## src/rtl/lfpd_pkg.sv

```systemverilog
// ----------------------------------------------------------------------------
// lfpd_pkg
// Shared types and constants of the line follower PD steering block
// ----------------------------------------------------------------------------
package lfpd_pkg;

  localparam int unsigned SensorCount = 5;
  localparam int unsigned RegIdxW     = 2;
  localparam int unsigned RegW        = 8;
  localparam int unsigned DutyW       = 8;
  localparam int unsigned ErrW        = 3;
  localparam int unsigned DiffW       = 4;
  localparam int unsigned ProdW       = 13;
  localparam int unsigned SumW        = 14;

  localparam logic signed [ErrW-1:0] LostErrPos = 3'sd3;
  localparam logic signed [ErrW-1:0] LostErrNeg = -3'sd3;

  // position weight of each sensor, index 0 is the leftmost
  localparam logic signed [ErrW-1:0] SensorWeight [SensorCount] =
    '{-3'sd2, -3'sd1, 3'sd0, 3'sd1, 3'sd2};

  typedef enum logic [RegIdxW-1:0] {
    REG_PROP_GAIN  = 2'd0,
    REG_DERIV_GAIN = 2'd1,
    REG_BASE_SPEED = 2'd2,
    REG_MAX_SPEED  = 2'd3
  } lfpd_reg_e;

  typedef enum logic [2:0] {
    ST_IDLE,
    ST_MUL_P,
    ST_MUL_D,
    ST_LEFT,
    ST_RIGHT
  } lfpd_state_e;

endpackage

```

## src/rtl/line_follower_pd_steering.sv

```systemverilog
// ----------------------------------------------------------------------------
// line_follower_pd_steering
// An accepted sensor beat is registered, then runs MUL_P, MUL_D, LEFT and
// RIGHT on the single shared multiply/add unit (p term, d term, left and
// right duty in turn); its result is registered once the output is free.
// A new beat is taken in IDLE or as the last one leaves RIGHT. An async
// active-low reset restores gain/speed defaults and clears the previous error.
// ----------------------------------------------------------------------------
module line_follower_pd_steering (
  input  logic                               clk_i,
  input  logic                               rst_ni,
  input  logic                               in_valid_i,
  output logic                               in_stall_o,
  input  logic [4:0]                         sensor_bits_i,
  output logic                               out_valid_o,
  input  logic                               out_stall_i,
  output logic [lfpd_pkg::DutyW-1:0]         left_duty_o,
  output logic [lfpd_pkg::DutyW-1:0]         right_duty_o,
  output logic signed [lfpd_pkg::ErrW-1:0]   line_error_o,
  output logic                               line_lost_o,
  input  logic                               cfg_we_i,
  input  logic [lfpd_pkg::RegIdxW-1:0]       cfg_idx_i,
  input  logic [lfpd_pkg::RegW-1:0]          cfg_data_i
);
  import lfpd_pkg::*;

  lfpd_state_e state_q, state_d;

  logic [RegW-1:0] prop_gain_q, deriv_gain_q, base_speed_q, max_speed_q;
  logic signed [ErrW-1:0] prev_err_q, err_q, err_new;
  logic lost_q, lost_new;
  logic signed [ProdW-1:0] acc_q;
  logic [DutyW-1:0] left_tmp_q, duty_clamped;
  logic out_valid_q, out_free, in_accept;
  logic [DutyW-1:0] left_duty_q, right_duty_q;
  logic signed [ErrW-1:0] line_error_q;
  logic line_lost_q;

  // error from the sensor sample
  logic signed [ErrW-1:0] pos_sum;
  logic [2:0] act_cnt;
  logic [2:0] abs_sum;
  logic signed [ErrW-1:0] mag;

  always_comb begin
    pos_sum = '0;
    act_cnt = '0;
    for (int i = 0; i < SensorCount; i++) begin
      if (sensor_bits_i[i]) begin
        pos_sum = pos_sum + SensorWeight[i];
        act_cnt = act_cnt + 3'd1;
      end
    end
    abs_sum = pos_sum[ErrW-1] ? 3'(-pos_sum) : 3'(pos_sum);
    // truncating divide by the count: |sum| is at most 3
    if ({1'b0, abs_sum} >= {act_cnt, 1'b0}) begin
      mag = 3'sd2;
    end else if (abs_sum >= act_cnt) begin
      mag = 3'sd1;
    end else begin
      mag = 3'sd0;
    end
    if (act_cnt == 3'd0) begin
      lost_new = 1'b1;
      err_new  = (prev_err_q > 3'sd0) ? LostErrPos : LostErrNeg;
    end else begin
      lost_new = 1'b0;
      err_new  = pos_sum[ErrW-1] ? -mag : mag;
    end
  end

  // shared multiply/add unit
  logic signed [RegW:0]    mul_a;
  logic signed [DiffW-1:0] mul_b;
  logic signed [ProdW-1:0] prod;
  logic signed [SumW-1:0]  add_x, add_y, unit_sum;

  always_comb begin
    mul_a = $signed({1'b0, prop_gain_q});
    mul_b = DiffW'(err_q);
    case (state_q)
      ST_MUL_D: begin
        mul_a = $signed({1'b0, deriv_gain_q});
        mul_b = DiffW'(err_q) - DiffW'(prev_err_q);
      end
      default: ;
    endcase
    prod = mul_a * mul_b;
  end

  always_comb begin
    add_x = '0;
    add_y = SumW'(prod);
    case (state_q)
      ST_MUL_P: begin
        add_x = '0;
        add_y = SumW'(prod);
      end
      ST_MUL_D: begin
        add_x = SumW'(acc_q);
        add_y = SumW'(prod);
      end
      ST_LEFT: begin
        add_x = $signed({{(SumW-RegW){1'b0}}, base_speed_q});
        add_y = SumW'(acc_q);
      end
      ST_RIGHT: begin
        add_x = $signed({{(SumW-RegW){1'b0}}, base_speed_q});
        add_y = -SumW'(acc_q);
      end
      default: begin
        add_x = '0;
      end
    endcase
    unit_sum = add_x + add_y;
    if (unit_sum[SumW-1]) begin
      duty_clamped = '0;
    end else if (unit_sum > $signed({{(SumW-RegW){1'b0}}, max_speed_q})) begin
      duty_clamped = max_speed_q;
    end else begin
      duty_clamped = unit_sum[DutyW-1:0];
    end
  end

  assign out_free   = !out_valid_q || !out_stall_i;
  assign in_stall_o = !((state_q == ST_IDLE) || (state_q == ST_RIGHT && out_free));
  assign in_accept  = in_valid_i && !in_stall_o;

  always_comb begin
    state_d = state_q;
    case (state_q)
      ST_IDLE:  if (in_accept) state_d = ST_MUL_P;
      ST_MUL_P: state_d = ST_MUL_D;
      ST_MUL_D: state_d = ST_LEFT;
      ST_LEFT:  state_d = ST_RIGHT;
      ST_RIGHT: begin
        if (out_free) begin
          state_d = in_accept ? ST_MUL_P : ST_IDLE;
        end
      end
      default:  state_d = ST_IDLE;
    endcase
  end

  always_ff @(posedge clk_i or negedge rst_ni) begin
    if (!rst_ni) begin
      state_q <= ST_IDLE;
    end else begin
      state_q <= state_d;
    end
  end

  always_ff @(posedge clk_i or negedge rst_ni) begin
    if (!rst_ni) begin
      prop_gain_q  <= 8'd18;
      deriv_gain_q <= 8'd55;
      base_speed_q <= 8'd50;
      max_speed_q  <= 8'd65;
    end else if (cfg_we_i) begin
      case (lfpd_reg_e'(cfg_idx_i))
        REG_PROP_GAIN:  prop_gain_q  <= cfg_data_i;
        REG_DERIV_GAIN: deriv_gain_q <= cfg_data_i;
        REG_BASE_SPEED: base_speed_q <= cfg_data_i;
        REG_MAX_SPEED:  max_speed_q  <= cfg_data_i;
        default: ;
      endcase
    end
  end

  always_ff @(posedge clk_i or negedge rst_ni) begin
    if (!rst_ni) begin
      prev_err_q  <= '0;
      out_valid_q <= 1'b0;
    end else begin
      if (state_q == ST_MUL_D) begin
        prev_err_q <= err_q;
      end
      if (state_q == ST_RIGHT && out_free) begin
        out_valid_q <= 1'b1;
      end else if (!out_stall_i) begin
        out_valid_q <= 1'b0;
      end
    end
  end

  always_ff @(posedge clk_i) begin
    if (in_accept) begin
      err_q  <= err_new;
      lost_q <= lost_new;
    end
    if (state_q == ST_MUL_P || state_q == ST_MUL_D) begin
      acc_q <= unit_sum[ProdW-1:0];
    end
    if (state_q == ST_LEFT) begin
      left_tmp_q <= duty_clamped;
    end
    if (state_q == ST_RIGHT && out_free) begin
      left_duty_q  <= left_tmp_q;
      right_duty_q <= duty_clamped;
      line_error_q <= err_q;
      line_lost_q  <= lost_q;
    end
  end

  assign out_valid_o  = out_valid_q;
  assign left_duty_o  = left_duty_q;
  assign right_duty_o = right_duty_q;
  assign line_error_o = line_error_q;
  assign line_lost_o  = line_lost_q;

endmodule

```

## config.mk

```make
export PLATFORM = sky130hd
export DESIGN_NAME = line_follower_pd_steering
export DESIGN_NICKNAME = d
export VERILOG_FILES = /design/src/rtl/lfpd_pkg.sv /design/src/rtl/line_follower_pd_steering.sv
export SDC_FILE = /design/constraint.sdc
export NUM_CORES = 1
export LEC_CHECK = 0
export BUFFER_PORTS_ARGS = -buffer_cell sky130_fd_sc_hd__buf_4
export CORE_MARGIN = 4
export CORE_UTILIZATION = 34
export DETAILED_ROUTE_END_ITERATION = 8
export HOLD_SLACK_MARGIN = 0.02
export SKIP_LAST_GASP = 1
export SLEW_MARGIN = 10
export SYNTH_ARGS = -nofsm -noshare
export SYNTH_HDL_FRONTEND = slang
export SYNTH_SLANG_ARGS = --single-unit
```

## constraint.sdc

```tcl
create_clock -name clk_i -period 7.04 [get_ports clk_i]
set_input_delay 1.408 -clock clk_i [delete_from_list [all_inputs] [get_ports clk_i]]
set_output_delay 1.408 -clock clk_i [all_outputs]
set_load 0.02 [all_outputs]
```

==> results.yml, run 1 <==
synth:
  cell_count_after_synthesis: 605
  synth.ff_latch_count: 84
  netlist_area_mm2: 0.00624
  synth-async-reset-ratio_pct: 46.4
  post_synth_edffs: 45
  yosysSeqAreaShare_pct: 37.6
  ys_dominant_reg_cell: "sky130_fd_sc_hd__edfxtp_1"
  yosys.cell_types.count: 66
  ys.warnings.count: 0
  avgSynthCellArea_um2: 10.3
  synth_nets: 702
timing:
  achievable-frequency_mhz: 143
  final-max-slew-violation-count: 0
  max-slew-margin-rel_pct: 21.1
  skew_ns: 0.00706
  setup-violations-final: 0
  finalHoldViolations: 0
  layout_worst_path_cycle_share_pct: 99.7
  tightestPinTransition_ns: 1.18
  grt_setup_unrepaired: "yes"
  hold-worst-slack_ns: 0.419
  layout_min_cycle_time_ns: 7.02
placed_design:
  place.detailed.hpwl_mm: 11.0
  port_buffers: 41
  gpl.final_weighted_congestion: 0.869
run:
  cap_viol_max_count: 0
global_route:
  initial_antenna_violation_count: 0
  grt_pass1_wl_mm: 24.2
  global_route.usage.total_pct: 14.6
  grt_start_max_net_pins: 40
  grt-ovfl-total: 0
  first_global_vias: 5141
die:
  design.die.area_mm2: 0.0206
  core-area_mm2: 0.0180
  floorplan.die.height_um: 143
  fp.dieW_um: 143
  number_of_rows_created_at_floorplan: 49
  ios: 42
  initial_cell_density_of_the_core_pct: 34.6
worst_setup_path:
  timing.critical_path.arrival_ns: 7.09
  timing.critical_path.required_ns: 7.12
  crit_path_end_kind: "flop"
  timing.critical_path.from_type: "flop"
  worst-setup-path-type: "reg2reg"
  worst-path-max-fanout: 8
detailed_routing:
  route.detailed.vias_per_inst: 5.21
  via_count: 4755
  dr.pass1.iters: 6
  wl_per_cell_um: 15.5
  drt-initial-drc-count: 271
  detail_route.wirelength_mm: 14.2
  drcViolationCount: 0
  antenna_violating_nets_post_route: 0
clock_network:
  insertion_delay_ns: 0.35
  tritoncts.num_buffers: 9
  cts_root_buffer: "sky130_fd_sc_hd__clkbuf_16"
  clock_tree_from_tritoncts: "yes"
  numClockSinks: 84
  clock_path_buffers: 2
  clkTransAtPathRegs_ns: 0.06
  cts.htree.levels: 3
finish:
  num-nets-final: 776
  area_growth_syn_to_layout_pct: 21.2
  final_layout_size_suffix_gt1_share_pct: 27.6
  filler_cell_count: 1753
  insertedDiodeCount: 0
run_status:
  run_status: "complete, no violations"
min_path:
  hold_path_class: "reg2reg"
## per-stage QoR
step	instances	util (%)	instance area (um2)	setup TNS, ns	worst slack (ns)
CTS	910	41.6	7500	0	0.00452
finish	913	41.9	7560	0	0.0245
floorplan	605	-	6280	0	0.00546
global route	913	41.9	7560	-4.16	-0.280
global placement	890	39.1	7050	-1.36	-0.0882
detailed placement	890	39.1	7050	-2.51	-0.164
## timing repair
action | in CTS | in global routing
hold buffers | 0 | 0
pin swaps | 14 | 6
buffers inserted | 4 | 4
setup endpoints to repair | 16 | 16
resized for setup | 18 | 11
gates cloned | 0 | 0
## Yosys cell counts (13+ instances only)
cell	number	share of area, %
sky130_fd_sc_hd__fa_1	15	4.8
sky130_fd_sc_hd__dfrtp_1	27	11
sky130_fd_sc_hd__nand3_1	24	1.9
sky130_fd_sc_hd__edfxtp_1	45	22
sky130_fd_sc_hd__a21o_1	13	1.6
sky130_fd_sc_hd__o21ai_0	27	2.2
sky130_fd_sc_hd__xnor2_1	18	2.5
sky130_fd_sc_hd__clkbuf_1	17	1.0
sky130_fd_sc_hd__nor2_1	50	3.0
sky130_fd_sc_hd__mux2_2	34	6.1
sky130_fd_sc_hd__ha_1	62	12
sky130_fd_sc_hd__inv_1	42	2.5
sky130_fd_sc_hd__nand2_1	45	2.7
sky130_fd_sc_hd__and2_1	13	1.3
sky130_fd_sc_hd__a21oi_1	24	1.9
sky130_fd_sc_hd__mux2i_1	19	3.0
## worst max-delay path: stages (launching register included)
cell and delay (ns):
sky130_fd_sc_hd__edfxtp_1 0.41, sky130_fd_sc_hd__inv_2 0.09, sky130_fd_sc_hd__ha_4 0.12, sky130_fd_sc_hd__inv_2 0.04, sky130_fd_sc_hd__fa_2 0.34, sky130_fd_sc_hd__xnor2_2 0.14
sky130_fd_sc_hd__a21o_1 0.19, sky130_fd_sc_hd__or2_4 0.23, sky130_fd_sc_hd__fa_1 0.49, sky130_fd_sc_hd__fa_1 0.53, sky130_fd_sc_hd__inv_2 0.04, sky130_fd_sc_hd__fa_2 0.54
sky130_fd_sc_hd__ha_4 0.17, sky130_fd_sc_hd__fa_2 0.45, sky130_fd_sc_hd__a221o_1 0.37, sky130_fd_sc_hd__ha_4 0.29, sky130_fd_sc_hd__o211ai_1 0.11, sky130_fd_sc_hd__o21ai_1 0.17
sky130_fd_sc_hd__xor2_1 0.21, sky130_fd_sc_hd__ha_1 0.27, sky130_fd_sc_hd__and4_4 0.16, sky130_fd_sc_hd__a221oi_2 0.23, sky130_fd_sc_hd__o21ai_1 0.10, sky130_fd_sc_hd__a211oi_2 0.18
sky130_fd_sc_hd__or4b_4 0.60, sky130_fd_sc_hd__mux2i_1 0.20, sky130_fd_sc_hd__nor2_1 0.07
## sequential cells by signal (all words and copies together) (netlist names)
register	count
base_speed_q	8
deriv_gain_q	8
acc_q	13
left_tmp_q	8
line_lost_o	1
line_error_o	3
left_duty_o	8
state_q	3
prev_err_q	3
lost_q	1
prop_gain_q	8
out_valid_o	1
err_q	3
right_duty_o	8
max_speed_q	8
## worst paths after layout
| kind | startpoint | end | slack, ns | cells past startpoint |
|---|---|---|---|---|
| setup / recovery | err_q[0] | left_tmp_q[1] | 0.02 | 26 |
| hold / removal | lost_q | line_lost_o | 0.42 | 0 |
| setup reg to reg | err_q[0] | left_tmp_q[1] | 0.02 | 26 |
| hold reg to reg | lost_q | line_lost_o | 0.42 | 0 |
| max in group asynchronous | rst_ni | base_speed_q[1] | 5.65 | 1 |
| min in group asynchronous | rst_ni | deriv_gain_q[6] | 1.02 | 1 |
## cell usage in the layout (no fill, tap or decap), drive strengths merged, types with 3 or more instances in the layout
master	count
xor2	9
nand3b	7
o21ai	29
o21bai	4
or2	4
a211oi	10
and2	14
a21o	13
xnor2	19
nor3b	6
nor3	10
a31oi	6
fa	15
dfstp	12
nand3	24
ha	62
inv	43
and3	3
clkbuf	12
mux2	34
nand2b	4
nand2	45
a21oi	26
a22oi	4
a22o	7
a221o	4
dfrtp	27
nor2	50
buf	83
mux2i	19
edfxtp	45
## cell families after synthesis
family	Yosys count	synth area share [%]
xor+xnor	28	4.05
mux	53	9.19
buf+inv	62	3.85
compound gates	122	13.8
flops	84	37.6
fa+ha+maj	78	17.4
simple gates	178	14.1
## routing by layer
layer	up-vias	wire length (um)	track usage (%)
li1	2332	-	-
met4	0	249	5.70
met3	26	495	2.76
met2	101	6880	24.6
met5	-	0	0
met1	2296	6570	18.6
## cell type report
class / count / area [um2] / share of cell area [%]
Inverter: 42 / 158 / 2.09
Clock buffer: 12 / 268 / 3.54
Multi-Input combinational cell: 459 / 3830 / 50.6
Clock inverter: 4 / 53.8 / 0.712
Tap cell: 229 / 287 / 3.79
Sequential cell: 84 / 2340 / 31.0
Timing Repair Buffer: 83 / 623 / 8.25
Power of run 1 is left out: the tool's default activity adds up to more than one toggle a clock period on the data nets, which glitch-free logic cannot reach.
==> inputs of run 2 (changes only) <==
- CORE_ASPECT_RATIO: default -> 1.4
==> run 2 against run 1 <==
Effect of this change: wire length is 1.7% lower; cell area is 0.53% lower; cell count grew 1.8%; non-clock buffer count is 5 higher; die area is 0.15% higher; global-route usage shrank 0.37 points; sequential share of layout area grew 0.17 points; worst hold slack got worse by 0.0016 ns; register-to-register slack improved by 0.02 ns; critical path depth is the same; sequential cell count stayed put; clock-buffer cell count decreased by 3; largest cell class unchanged; highest routed layer unchanged.
==> results.yml, run 2 (synthesis gave the netlist of run 1 again) <==
die:
  core-area_mm2: 0.0180
  number_of_rows_created_at_floorplan: 58
  fp.dieW_um: 122
  floorplan.die.height_um: 168
  ios: 42
  initial_cell_density_of_the_core_pct: 34.6
  design.die.area_mm2: 0.0206
timing:
  tightestPinTransition_ns: 1.10
  setup-violations-final: 0
  max-slew-margin-rel_pct: 26.7
  final-max-slew-violation-count: 0
  fin_tns_setup_ns: 0
  skew_ns: 0.0107
  achievable-frequency_mhz: 143
  finalHoldViolations: 0
  layout_worst_path_cycle_share_pct: 99.4
  grt_setup_unrepaired: "yes"
  layout_min_cycle_time_ns: 7.00
  hold-worst-slack_ns: 0.418
min_path:
  holdCritStartpoint: "left_tmp_q[0]"
  hold_path_class: "reg2reg"
  hold-path-endpoint: "left_duty_o[0]"
  worstHoldPathCells: 0
global_route:
  grt_start_max_net_pins: 40
  first_global_vias: 5075
  initial_antenna_violation_count: 0
  grt-ovfl-total: 0
  global_route.usage.total_pct: 14.2
  grt_pass1_wl_mm: 23.5
worst_setup_path:
  timing.critical_path.required_ns: 7.11
  worst-path-max-fanout: 8
  worst-setup-path-type: "reg2reg"
  worst_reg2reg_path_startpoint: "err_q[0]"
  crit_path_end_kind: "flop"
  reg2reg_slack_ns: 0.04
  timing.rr.end: "right_duty_o[5]"
  worstRegToRegCells: 26
  timing.critical_path.arrival_ns: 7.06
  timing.critical_path.from_type: "flop"
placed_design:
  port_buffers: 41
  gpl.final_weighted_congestion: 0.843
  place.detailed.hpwl_mm: 11.4
finish:
  num-nets-final: 781
  area_growth_syn_to_layout_pct: 20.5
  max_ffs_per_register: 13
  registers.top_by_ff_count: "acc_q"
  final_layout_size_suffix_gt1_share_pct: 26.9
  layout.cells.most_common: "sky130_fd_sc_hd__buf_4"
  final_cell_mix: "sky130_fd_sc_hd__buf_4 (88), sky130_fd_sc_hd__ha_1 (57), sky130_fd_sc_hd__nor2_1 (50), sky130_fd_sc_hd__nand2_1 (45), sky130_fd_sc_hd__edfxtp_1 (45)"
  insertedDiodeCount: 0
detailed_routing:
  drt-initial-drc-count: 189
  dr.pass1.iters: 4
  via_count: 4766
  antenna_violating_nets_post_route: 0
  drcViolationCount: 0
  wl_per_cell_um: 15.0
  detail_route.wirelength_mm: 13.9
  route.detailed.vias_per_inst: 5.13
clock_network:
  cts_root_buffer: "sky130_fd_sc_hd__clkbuf_16"
  clock_tree_from_tritoncts: "yes"
  clock_path_buffers: 2
  cts.htree.levels: 3
  clkTransAtPathRegs_ns: 0.07
  hold_buffers: 0
  numClockSinks: 84
  tritoncts.num_buffers: 9
  insertion_delay_ns: 0.35
run_status:
  run_status: "complete, no violations"
run:
  cap_viol_max_count: 0
-- run 2: cell types whose count changed in the layout (fill, tap and decap cells not counted), moves of 2 or more --
cell / change
sky130_fd_sc_hd__inv_1: +2
sky130_fd_sc_hd__o21ai_1: +2
sky130_fd_sc_hd__buf_4: +5
sky130_fd_sc_hd__xnor2_1: +3
sky130_fd_sc_hd__inv_2: -2
sky130_fd_sc_hd__ha_1: +3
sky130_fd_sc_hd__ha_4: -2
sky130_fd_sc_hd__xnor2_2: -3
sky130_fd_sc_hd__inv_6: +3
-- run 2: critical path: stages, from the launching register on --
cell and delay [ns]:
sky130_fd_sc_hd__edfxtp_1 0.38, sky130_fd_sc_hd__inv_1 0.08, sky130_fd_sc_hd__ha_1 0.15, sky130_fd_sc_hd__inv_2 0.05, sky130_fd_sc_hd__fa_2 0.33, sky130_fd_sc_hd__xnor2_1 0.13, sky130_fd_sc_hd__a21o_1 0.19, sky130_fd_sc_hd__or2_4 0.23
sky130_fd_sc_hd__fa_1 0.48, sky130_fd_sc_hd__fa_1 0.51, sky130_fd_sc_hd__inv_1 0.05, sky130_fd_sc_hd__fa_2 0.54, sky130_fd_sc_hd__ha_4 0.17, sky130_fd_sc_hd__fa_2 0.44, sky130_fd_sc_hd__a221o_1 0.36, sky130_fd_sc_hd__ha_4 0.29
sky130_fd_sc_hd__o211ai_1 0.11, sky130_fd_sc_hd__o21ai_1 0.17, sky130_fd_sc_hd__xor2_1 0.22, sky130_fd_sc_hd__ha_1 0.28, sky130_fd_sc_hd__and4_4 0.16, sky130_fd_sc_hd__a221oi_2 0.23, sky130_fd_sc_hd__o21ai_1 0.10, sky130_fd_sc_hd__a211oi_2 0.20
sky130_fd_sc_hd__or4b_4 0.59, sky130_fd_sc_hd__mux2i_1 0.19, sky130_fd_sc_hd__nor2_1 0.07
-- run 2: per-layer routing --
layer  global-route usage, %  wire length [um]  vias up
li1                        -                 -     2347
met3                    2.25               502       21
met1                    16.2              5750     2311
met4                    5.99               259        0
met2                    25.9              7440       87
met5                       0                 0        -
-- run 2: worst max-delay path by stage --
| stage | slack [ns] | startpoint | end | cells after the start |
|---|---|---|---|---|
| global route | -0.25 | err_q[0] | right_duty_o[0] | 26 |
| detailed placement | -0.17 | err_q[0] | right_duty_o[5] | 29 |
| finish | 0.04 | err_q[0] | right_duty_o[5] | 26 |
| CTS | -0.0004 | err_q[0] | right_duty_o[5] | 27 |
| floorplan | 0.005 | err_q[0] | left_tmp_q[0] | 30 |
| global placement | -0.04 | err_q[0] | right_duty_o[2] | 29 |
-- run 2: layout make-up --
| cell class | instances | area [um2] |
|---|---|---|
| clock buffers | 9 | 225 |
| inverters | 42 | 158 |
| clock inverters | 7 | 62.6 |
| repair buffers | 88 | 661 |
| flip-flops and latches | 84 | 2340 |
| multi-input cells | 459 | 3770 |
| fillers | 1772 | 10500 |
| well taps | 240 | 300 |
-- run 2: timing repair --
item / in CTS / in global routing
resized for setup: 18 / 1
setup endpoints to repair: 16 / 16
pin swaps: 15 / 0
endpoints found under the hold margin: 0 / 0
setup buffers: 3 / 0
-- run 2: metrics by stage --
step / utilization [%] / setup WS (ns) / instances / instance area [um2]
5_1_grt: 41.8 / -0.253 / 929 / 7520
3_3_place_gp: 39.6 / -0.0433 / 910 / 7140
4_1_cts: 41.8 / -0.000376 / 929 / 7520
6_report: 41.8 / 0.0435 / 929 / 7520
3_5_place_dp: 39.6 / -0.166 / 910 / 7140
2_1_floorplan: - / 0.00546 / 605 / 6280
Power of run 2 is left out for the same reason.
